## src/hdl/lottery_scheduler_with_boosts_assert.svh

```systemverilog
// ----------------------------------------------------------------------------
// Lottery scheduler assertion macros
// Short forms for the concurrent checks placed at the end of the top level.
// ----------------------------------------------------------------------------
`ifndef LOTTERY_SCHEDULER_WITH_BOOSTS_ASSERT_SVH
`define LOTTERY_SCHEDULER_WITH_BOOSTS_ASSERT_SVH

// ante true in a cycle requires cons in the same cycle
`define LSB_ASSERT_SAME(label, ante, cons, msg) \
  label: assert property (@(posedge clk) disable iff (rst) (ante) |-> (cons)) \
    else $error(msg);

// ante true in a cycle requires cons in the following cycle
`define LSB_ASSERT_NEXT(label, ante, cons, msg) \
  label: assert property (@(posedge clk) disable iff (rst) (ante) |=> (cons)) \
    else $error(msg);

`endif

```

## src/hdl/lsb_pkg.sv

```systemverilog
// ----------------------------------------------------------------------------
// Lottery scheduler package
// Shared codes, table entry layout and controller/datapath interface types.
// ----------------------------------------------------------------------------
package lsb_pkg;

  localparam int SLOTS_DEF = 64;
  localparam int RND_W     = 31;
  localparam int DIV_STEPS = 31;

  localparam logic [RND_W-1:0] LCG_MUL = 31'd1103515245;
  localparam logic [RND_W-1:0] LCG_ADD = 31'd12345;

  // slot state codes
  localparam logic [2:0] SS_EMBRYO   = 3'd1;
  localparam logic [2:0] SS_SLEEPING = 3'd2;
  localparam logic [2:0] SS_RUNNABLE = 3'd3;
  localparam logic [2:0] SS_RUNNING  = 3'd4;
  localparam logic [2:0] SS_MAX      = 3'd5;

  typedef enum logic [2:0] {
    CMD_CREATE      = 3'd0,
    CMD_SET_STATE   = 3'd1,
    CMD_SET_TICKETS = 3'd2,
    CMD_DRAW        = 3'd3,
    CMD_READ        = 3'd4,
    CMD_REMOVE      = 3'd5
  } cmd_t;

  typedef enum logic [2:0] {
    ST_OK             = 3'd0,
    ST_NO_TICKETS     = 3'd1,
    ST_BAD_TICKETS    = 3'd2,
    ST_PID_MISSING    = 3'd3,
    ST_PARENT_MISSING = 3'd4
  } status_t;

  typedef enum logic [1:0] {
    WM_SCAN = 2'd0,
    WM_SUM  = 2'd1,
    WM_DRAW = 2'd2
  } walk_mode_t;

  typedef struct packed {
    logic [2:0]  state;
    logic        in_use;
    logic [15:0] pid;
    logic [15:0] tickets;
    logic [31:0] runs;
    logic [15:0] boosts;
  } entry_t;

  typedef struct packed {
    logic       idle;
    logic       walk_start;
    walk_mode_t mode;
    logic       rd_slot;
    logic       apply;
    logic       lcg_mul;
    logic       lcg_add;
    logic       div_start;
    logic       finish;
    status_t    status;
  } ctrl_cmd_t;

  typedef struct packed {
    logic [2:0] cmd;
    logic       slot_ok;
    logic       ns_ok;
    logic       tk_zero;
    logic       ppid_zero;
    logic       walk_busy;
    logic       found;
    logic       sum_zero;
    logic       div_busy;
  } dp_stat_t;

endpackage

```

## src/hdl/lsb_ctrl.sv

```systemverilog
// ----------------------------------------------------------------------------
// Lottery scheduler controller
// Sequences each command through the datapath; commands are registered.
// ----------------------------------------------------------------------------
module lsb_ctrl (
  input  logic               clk,
  input  logic               rst,
  input  logic               start,
  input  lsb_pkg::dp_stat_t  st,
  output lsb_pkg::ctrl_cmd_t cmd,
  output logic               busy
);
  import lsb_pkg::*;

  typedef enum logic [3:0] {
    S_IDLE,
    S_DISPATCH,
    S_SCANW,
    S_RD,
    S_RDW,
    S_APPLY,
    S_SUMW,
    S_MUL,
    S_ADD,
    S_DIVW,
    S_DRAWW,
    S_FIN
  } state_t;

  state_t    state;
  state_t    state_next;
  ctrl_cmd_t cmd_next;

  always_comb begin
    state_next = state;
    cmd_next   = '0;
    case (state)
      S_IDLE: begin
        if (start && !busy) begin
          state_next = S_DISPATCH;
        end
      end
      S_DISPATCH: begin
        case (st.cmd)
          CMD_CREATE: begin
            if (st.ppid_zero) begin
              state_next = S_APPLY;
            end else begin
              state_next          = S_SCANW;
              cmd_next.walk_start = 1'b1;
              cmd_next.mode       = WM_SCAN;
            end
          end
          CMD_SET_STATE: begin
            state_next = (st.slot_ok && st.ns_ok) ? S_RD : S_FIN;
          end
          CMD_SET_TICKETS: begin
            if (st.tk_zero) begin
              state_next      = S_FIN;
              cmd_next.status = ST_BAD_TICKETS;
            end else begin
              state_next          = S_SCANW;
              cmd_next.walk_start = 1'b1;
              cmd_next.mode       = WM_SCAN;
            end
          end
          CMD_DRAW: begin
            state_next          = S_SUMW;
            cmd_next.walk_start = 1'b1;
            cmd_next.mode       = WM_SUM;
          end
          CMD_READ: begin
            state_next = st.slot_ok ? S_RD : S_FIN;
          end
          CMD_REMOVE: begin
            state_next          = S_SCANW;
            cmd_next.walk_start = 1'b1;
            cmd_next.mode       = WM_SCAN;
          end
          default: state_next = S_FIN;
        endcase
      end
      S_SCANW: begin
        // hold until the walk has started and drained
        if (!cmd.walk_start && !st.walk_busy) begin
          if (st.found) begin
            state_next = S_APPLY;
          end else begin
            state_next      = S_FIN;
            cmd_next.status = (st.cmd == CMD_CREATE) ? ST_PARENT_MISSING
                                                     : ST_PID_MISSING;
          end
        end
      end
      S_RD:    state_next = S_RDW;
      S_RDW:   state_next = (st.cmd == CMD_READ) ? S_FIN : S_APPLY;
      S_APPLY: state_next = S_FIN;
      S_SUMW: begin
        if (!cmd.walk_start && !st.walk_busy) begin
          if (st.sum_zero) begin
            state_next      = S_FIN;
            cmd_next.status = ST_NO_TICKETS;
          end else begin
            state_next = S_MUL;
          end
        end
      end
      S_MUL: state_next = S_ADD;
      S_ADD: state_next = S_DIVW;
      S_DIVW: begin
        if (!cmd.div_start && !st.div_busy) begin
          state_next          = S_DRAWW;
          cmd_next.walk_start = 1'b1;
          cmd_next.mode       = WM_DRAW;
        end
      end
      S_DRAWW: begin
        if (!cmd.walk_start && !st.walk_busy) begin
          state_next = S_FIN;
        end
      end
      S_FIN:   state_next = S_IDLE;
      default: state_next = S_IDLE;
    endcase

    // one-cycle commands tied to the state being entered
    if (state_next != state) begin
      case (state_next)
        S_RD:    cmd_next.rd_slot   = 1'b1;
        S_APPLY: cmd_next.apply     = 1'b1;
        S_MUL:   cmd_next.lcg_mul   = 1'b1;
        S_ADD:   cmd_next.lcg_add   = 1'b1;
        S_DIVW:  cmd_next.div_start = 1'b1;
        S_FIN:   cmd_next.finish    = 1'b1;
        default: ;
      endcase
    end
    cmd_next.idle = (state_next == S_IDLE);
  end

  always_ff @(posedge clk) begin
    if (rst) begin
      state <= S_IDLE;
      cmd   <= '{idle: 1'b1, mode: WM_SCAN, status: ST_OK, default: 1'b0};
      busy  <= 1'b0;
    end else begin
      state <= state_next;
      cmd   <= cmd_next;
      busy  <= (state_next != S_IDLE);
    end
  end

endmodule

```

## config.mk

```make
export PLATFORM = sky130hd
export DESIGN_NAME = lsb_ctrl
export DESIGN_NICKNAME = d
export VERILOG_FILES = /design/src/hdl/lottery_scheduler_with_boosts_assert.svh /design/src/hdl/lsb_pkg.sv /design/src/hdl/lsb_ctrl.sv
export SDC_FILE = /design/constraint.sdc
export NUM_CORES = 1
export LEC_CHECK = 0
export BUFFER_PORTS_ARGS = -buffer_cell sky130_fd_sc_hd__buf_2
export CAP_MARGIN = 20
export CORE_ASPECT_RATIO = 0.7
export CORE_MARGIN = 2
export CORE_UTILIZATION = 41
export CTS_CLUSTER_SIZE = 24
export DETAILED_ROUTE_END_ITERATION = 7
export GPL_TIMING_DRIVEN = 1
export PLACE_DENSITY = 0.65
export SYNTH_ARGS = -nofsm -noshare
export SYNTH_HDL_FRONTEND = slang
export SYNTH_SLANG_ARGS = --single-unit
```

## constraint.sdc

```tcl
create_clock -name clk -period 2.4 [get_ports clk]
set_clock_uncertainty 0.1 [all_clocks]
set_input_delay 0.36 -clock clk [delete_from_list [all_inputs] [get_ports clk]]
set_output_delay 0.36 -clock clk [all_outputs]
set_load 0.005 [all_outputs]
```

* Word-level counts from Yosys, hierarchy flattened *
Cells that the tools add are included.
Widths: inputs -> output; s select.

word-level totals
  register bits = 18
  output and inout bits = 14
  word-level logic and storage cells = 82

cells by class
  equality and inequality tests = 22
  muxes and demuxes = 33
  bitwise logic cells = 1
  reduce and logical (&&, ||, !) cells = 14

operators by type and width
  cell                count
  $mux 4              11
  $pmux 4 s11         1
  $eq 4x3->1 const B  6
  $eq 4x4->1 const B  6
  $pmux 4 s6          1
  $mux 3              7
  $eq 4x2->1 const B  3
  $pmux 3 s4          1
  $pmux 3 s3          1
  $logic_not 4->1     2
  $mux 1              8
  $eq 3x2->1 const B  2
  $eq 3x3->1 const B  2
  $pmux 3 s2          1
  $logic_not 1->1     5
  $eq 4x1->1 const B  1
  $logic_and 1x1->1   4
  $mux 2              2
  $ne 4x4->1          1
  $reduce_bool 4->1   1
  $eq 3x1->1 const B  1
  $logic_not 3->1     1
  $reduce_or 2->1     1
  $not 1->1           1

* Depth between registers and ports, before layout *
Gate-level depths: netlist (run 1).

  depth after elaboration = 7
  depth in mapped cells = 6
  gate-level depth less buffers = 5

* Least setup slack after synthesis (run 1) *
Ideal clock, no wire load.

  path type = in2reg
  start point = input port st[9] in the netlist's numbering
  end point = register cmd[8] in the netlist's numbering
  arrival = 1.540 ns
  required time = 2.183 ns
  path slack = 0.643 ns
  stages = 6
  path buffers = 1
  path through = buf_6 -> or3b_4 -> a211o_1 -> o21ai_2 -> a22oi_2 -> and4b_1

between the ends
  word-level cells in the longest chain between the ends = 6
  elaborated cells between the ends (all ways) = 14
  those cells by class = eq/ne (7); mux (4); bitwise (1); reduce/logical (2)

RTL lines
  what                                  RTL line                        source
  start: declaration                    lsb_ctrl.sv:9                   input lsb_pkg::dp_stat_t st,
  $eq 3x3->1 (tied with other cells)    lsb_ctrl.sv:44                  case (st.cmd)
  $pmux 4 s6 or $mux 4 (tied branches)  lsb_ctrl.sv:44, lsb_ctrl.sv:96
  $pmux 4 s11 *                         lsb_ctrl.sv:37                  case (state)
  $ne 4x4->1                            lsb_ctrl.sv:127                 if (state_next != state) begin
  $not 1->1 (no source line)            --
  $reduce_or 2->1 (no source line)      --
  end signal: assignment                lsb_ctrl.sv:148                 cmd <= cmd_next;
  end: declaration                      lsb_ctrl.sv:10                  output lsb_pkg::ctrl_cmd_t cmd,

Every way passes the cells marked *; elsewhere a longest branch is shown, timed or not.
A chain may end at the register's enable or synchronous reset.

* Worst setup path after layout (run 1) *
  start point = register state[0]
  end point = register cmd[12] in the netlist's numbering

between the ends
  word-level cells in the longest chain between the ends = 3
  elaborated cells between the ends (all ways) = 18
  those cells by class = eq/ne (10); mux (6); reduce/logical (2)

RTL lines
  what                                RTL line         source
  start: declaration                  lsb_ctrl.sv:30   state_t state;
  start signal: assignment            lsb_ctrl.sv:147  state <= state_next;
  $eq 4x4->1 (tied with other cells)  lsb_ctrl.sv:37
  $pmux 4 s11 *                       lsb_ctrl.sv:37
  $logic_not 4->1 *                   lsb_ctrl.sv:138  cmd_next.idle = (state_next == S_IDLE);

Marks and branches as above.

==> key figures, run 1 <==
STA
  • Unrepaired setup endpoints after global routing: no
  • Final Setup Violations: 0
  • Hold_ws: 252 ps
  • Slew margin rel.: 62.0%
  • Final period util: 82.7%
  • Post-Route Setup TNS: 0 ps
  • Tmin final: 1980 ps
  • Fmax: 0.504 GHz
  • Worst slew pin tran: 563 ps
  • Max-slew violations: 0
  • Hold Fails Final Rpt: 0

Critical path
  • R2r setup slk: 420 ps
  • Reg2reg path depth: 5
  • R2R Path End: cmd[12]
  • Delay-heaviest family, CP: compound AO/OA/AOI/OAI gates
  • Startpoint types: flop
  • R2R Path Start: state[0]
  • Cells along the critical path: inv_1 -> nor3_1 -> a31oi_1 -> o31a_1 -> a41o_1
  • WP buf/inv: 1
  • Critical Path Slowest Stage Cell: dfxtp_1
  • Worst path max stage delay: 520 ps
  • Crit Path Class: flop to flop
  • Crit path arrival time: 2090 ps
  • Worst EP required: 2500 ps
  • CP endpoint kind: flop
  • Worst Path Max Fanout: 10

Power
  • Switching Fraction: 43.1%
  • Register share of total power: 35.8%
  • Power Dens Cells: 1010 nW/um^2
  • Pleak: 0.486 nW
  • Power share of the combinational group: 48.4%
  • Pint: 683 uW
  • Clk pwr share: 15.9%
  • Switching power total: 517 uW
  • VDD IR-drop max: 0.468 mV

CTS
  • H-tree depth: 1
  • CTS Buf Count: 3
  • Cts hold-fix bufs: 0
  • Clock Latency Late Sink: 300 ps
  • Postcts setup bufs: 0
  • CTS sink cnt: 18
  • CTS tree: done
  • Post-CTS Resized: 0
  • Root buffer cell: clkbuf_4
  • Reg clk slew, reported paths: 100 ps
  • Max Buffers Root-to-Sink: 2

Synthesis
  • Synth Register Bits: 18
  • Avg Inst Size Synth: 8.94 um^2
  • Cell count after synthesis: 114
  • Post-synth top cells: 18 x dfxtp_1, 11 x nor2_1, 8 x nor3_1, 6 x o21ai_0
  • Asr flop ratio synth: 0%
  • Sequential share of the synthesized area: 35.3%
  • Post-synth EDFFs: 0
  • Most area-consuming cells after synthesis: dfxtp_1 35%, nor2_1 4.0%, nor3_1 3.9%, o21ai_0 2.9%, a2111oi_4 2.7%
  • Syn Nets: 128
  • Dominant cell by count in the synthesized netlist: dfxtp_1
  • Syn. warnings: 0
  • Ys flop type: dfxtp_1
  • Mapped Area: 1020 um^2
  • Synth top area share: 35.3%
  • Cell taking the most area after synthesis: dfxtp_1
  • Netlist cell types: 50

Cells and area
  • Synth-to-Final Area Change: 16.4%
  • Nets: 153
  • ANT cells: 0
  • Fillers: 240
  • Share of post-route cells with drive strength above 1: 32.6%

Detailed routing
  • Drt first-iter violations: 51
  • Antenna-violating nets left: 0
  • Met2 Wirelength: 981 um
  • DRT Wirelength: 2370 um
  • Met3 WL: 221 um
  • Vias: 965
  • Drt drc: 0
  • WL/cell: 13.8 um
  • Vias per Instance: 5.61
  • Highest routed layer: met4
  • DRT met1 WL: 1140 um
  • Drt pass-1 iters: 4

Place
  • Routability Congestion: 0.963
  • IO Port Bufs: 27
  • Dpl hpwl: 1730 um

Outcome
  • Outcome: completed

GRT
  • Largest net degree at the start of global routing: 13
  • Initial antenna violation count: 0
  • Total grt overflow: 0
  • Vias in the first global route: 828
  • First-pass GRT wire length: 3930 um
  • Total GRT Usage: 18.0%

Hold path
  • HP Class: input pin to flop
  • Hold Path Sink: cmd[1]
  • Hold Crit Start: st[5]
  • Worst Hold Depth: 3

Floorplanning
  • DIE AREA: 2910 um^2
  • Core area: 2400 um^2
  • IO Pins: 28
  • Die X-Extent: 63.6 um
  • Die H: 45.7 um
  • Placement row count: 15
  • Starting Density: 42.4%

Flow run
  • Max Cap Viol: 0
## stage by stage
stage	worst slack, ps	power, mW	instances	util [%]	area, um^2
after floorplan	643	0.887	114	-	1020
after global placement	436	1.01	168	47.9	1150
after detailed placement	469	1.00	168	47.9	1150
after CTS	444	1.19	172	49.4	1190
after global routing	223	1.29	172	49.4	1190
final	415	1.20	172	49.4	1190
## worst min-delay path, stage by stage
cell,delay (ps)
buf_2,110
nand3_1,70
a211oi_1,70
## placed cells by master, fill, tap and decap left out, types with 2 or more instances in the layout
master	count
or3b_4	2
nor3_1	8
dfxtp_1	18
nand3_1	3
a211o_1	2
a21oi_1	4
o21ai_0	6
a21oi_2	2
buf_2	27
nand2_1	4
nand2b_1	3
a31oi_1	3
clkbuf_4	3
nor2_1	11
o21bai_1	2
inv_1	4
nor2b_1	3
## power by group through the flow
stage / Sequential, mW / Combinational [mW] / Clock, mW
after floorplan: 0.387 / 0.500 / 0
after global placement: 0.433 / 0.574 / 0
after detailed placement: 0.434 / 0.569 / 0
after CTS: 0.427 / 0.573 / 0.195
after global routing: 0.440 / 0.638 / 0.210
final: 0.429 / 0.580 / 0.191
## state kept, by name, summed over array words and instances, names as in the netlist
name   flops
state      4
busy       1
cmd       13
## cell families (layout without fill, tap and decap cells)
logic type             Yosys count  after routing  share of synthesized area (%)
AND/OR/NAND/NOR                 48             48                           28.5
AO/OA/AOI/OAI                   36             36                           29.5
buffers and inverters           12             36                           6.75
flip-flops                      18             18                           35.3
## final cells by class
type / count / area [um^2] / share of cell area [%]
multi-input combinational: 84 / 591 / 49.7
sequential: 18 / 360 / 30.3
timing repair buffer: 28 / 143 / 12.0
tap: 34 / 42.5 / 3.58
clock buffer: 4 / 36.3 / 3.06
inverter: 4 / 15.0 / 1.26
## worst max path at each step
stage                        start      end  slack (ps)  cells past startpoint
after detailed placement  state[0]  cmd[12]         470                      5
after floorplan              st[9]   cmd[8]         640                      6
final                     state[0]  cmd[12]         420                      5
after CTS                 state[0]  cmd[12]         440                      5
after global placement    state[0]  cmd[12]         440                      5
after global routing      state[0]  cmd[12]         220                      5
## metal layers
| metal | global-route usage (%) | up-vias |
|---|---|---|
| li1 | - | 470 |
| met1 | 24.8 | 442 |
| met2 | 26.1 | 47 |
| met3 | 6.93 | 6 |
| met4 | 5.22 | 0 |
| met5 | 0 | - |
No activity file was read; power rests on OpenSTA's default activity.
==> inputs of run 2 (changes only) <==
--- a/config.mk
+++ b/config.mk
@@ -13,7 +13,7 @@
 export CTS_CLUSTER_SIZE = 24
 export DETAILED_ROUTE_END_ITERATION = 7
 export GPL_TIMING_DRIVEN = 1
-export PLACE_DENSITY = 0.65
+export PLACE_DENSITY = 0.68
 export SYNTH_ARGS = -nofsm -noshare
 export SYNTH_HDL_FRONTEND = slang
 export SYNTH_SLANG_ARGS = --single-unit
==> constraint.sdc (replaced) <==
create_clock -name clk -period 1.8 [get_ports clk]
set_clock_uncertainty 0.1 [all_clocks]
set_input_delay 0.27 -clock clk [delete_from_list [all_inputs] [get_ports clk]]
set_output_delay 0.27 -clock clk [all_outputs]
set_load 0.005 [all_outputs]
==> key figures, run 2 (synthesized netlist as in run 1, its figures left out) <==
Floorplanning
  • IO Pins: 28
  • Die H: 45.7 um
  • Core area: 2400 um^2
  • Starting Density: 42.4%
  • DIE AREA: 2910 um^2
  • Placement row count: 15
  • Die X-Extent: 63.6 um

Flow run
  • Max Cap Viol: 0

CTS
  • Clock Latency Late Sink: 310 ps
  • Cts hold-fix bufs: 0
  • Root buffer cell: clkbuf_4
  • Reg clk slew, reported paths: 110 ps
  • CTS sink cnt: 18
  • H-tree depth: 1
  • CTS tree: done
  • CTS Buf Count: 3
  • Max Buffers Root-to-Sink: 2

STA
  • Worst setup margin: 25.9 ps
  • Hold Fails Final Rpt: 0
  • Final period util: 98.6%
  • Max-slew violations: 0
  • Hold_ws: 153 ps
  • Tmin final: 1770 ps
  • Unrepaired setup endpoints after global routing: yes
  • Worst slew pin tran: 500 ps
  • Slew margin rel.: 66.2%
  • Fmax: 0.564 GHz
  • Final Setup Violations: 0

Cells and area
  • Multi-input gate area: 623 um^2
  • Fillers: 232
  • Reg with most FFs: cmd
  • Most common cell after layout, fill and taps aside: buf_2
  • Max reg flops: 13
  • ANT cells: 0
  • Most frequent cells in the layout: 27 x buf_2, 22 x buf_4, 15 x dfxtp_1
  • Reg area: 369 um^2
  • Nets: 174
  • Synth-to-Final Area Change: 36.0%
  • Share of post-route cells with drive strength above 1: 45.9%
  • Top flop regs: cmd: 13 flops, state: 4 flops, busy: 1 flops

Hold path
  • Worst Hold Depth: 2
  • HP Class: input pin to flop

Detailed routing
  • Drt drc: 0
  • DRT Wirelength: 2730 um
  • Vias per Instance: 5.34
  • Vias: 1030
  • Drt first-iter violations: 50
  • WL/cell: 14.1 um
  • Drt pass-1 iters: 4
  • Antenna-violating nets left: 0

GRT
  • Total grt overflow: 0
  • Total GRT Usage: 20.4%
  • Largest net degree at the start of global routing: 11
  • First-pass GRT wire length: 4380 um
  • Vias in the first global route: 937
  • Initial antenna violation count: 0

Power
  • VDD IR-drop max: 0.724 mV
  • Power Dens Cells: 1320 nW/um^2
  • Pleak: 0.600 nW

Critical path
  • Startpoint types: flop
  • Worst EP required: 1900 ps
  • Crit Path Class: flop to flop
  • Worst Path Max Fanout: 5
  • Crit path arrival time: 1870 ps
  • Reg2reg path depth: 5
  • R2r setup slk: 30 ps
  • CP endpoint kind: flop

Place
  • Worst slack at placement: 17.1 ps
  • Dpl hpwl: 2030 um
  • Routability Congestion: 0.937
  • IO Port Bufs: 27

Outcome
  • Outcome: completed
## run 2: changes by cell type in the layout (fill, tap and decap cells not counted), sizes merged
cell  previous run  this run
buf             28        49
## run 2: metal layers
layer  GRT usage, %  routed length, um
met2           29.9               1180
met5              0                  0
met1           28.7               1330
met3           6.93                192
met4           5.65                 24
## run 2: final timing paths
path	end	from
worst max-delay path	cmd[12]	state[2]
worst min-delay path	state[1]	rst
worst max register to register	cmd[12]	state[2]
worst min register to register	cmd[10]	state[2]
## run 2: cell type report
cell class	instances	area share [%]
tap	34	3.07
sequential	18	26.6
clock buffer	4	2.62
inverter	4	1.08
multi-input combinational	84	44.9
timing repair buffer	49	21.7
## run 2: per-stage QoR
step           TNS (ps)  std cells  total power [mW]  instance area (um^2)  util (%)
6_report              0        193              1.83                  1390      57.7
5_1_grt           -15.7        193              1.96                  1390      57.7
4_1_cts               0        190              1.74                  1320      55.1
3_5_place_dp          0        186              1.48                  1290      53.5
3_3_place_gp          0        186              1.48                  1290      53.5
2_1_floorplan         0        114              1.18                  1020         -
## run 2: critical path, stage by stage, from the launching register on
cell,delay (ps)
dfxtp_4,370
or3b_4,420
nor2_4,130
a21oi_2,70
o31a_1,340
a41o_1,220
## run 2: where the power goes
part	leakage (nW)	internal, mW	switching [mW]
combinational	0.431	0.480	0.563
clock	0.0210	0.124	0.132
sequential	0.148	0.480	0.0543
## run 2: repair_timing
| action | 4_1_cts | 5_1_grt |
|---|---|---|
| setup buffers | 0 | 4 |
| endpoints found under the setup margin | 2 | 7 |
| gates resized for setup | 0 | 12 |
| pin swaps | 1 | 7 |
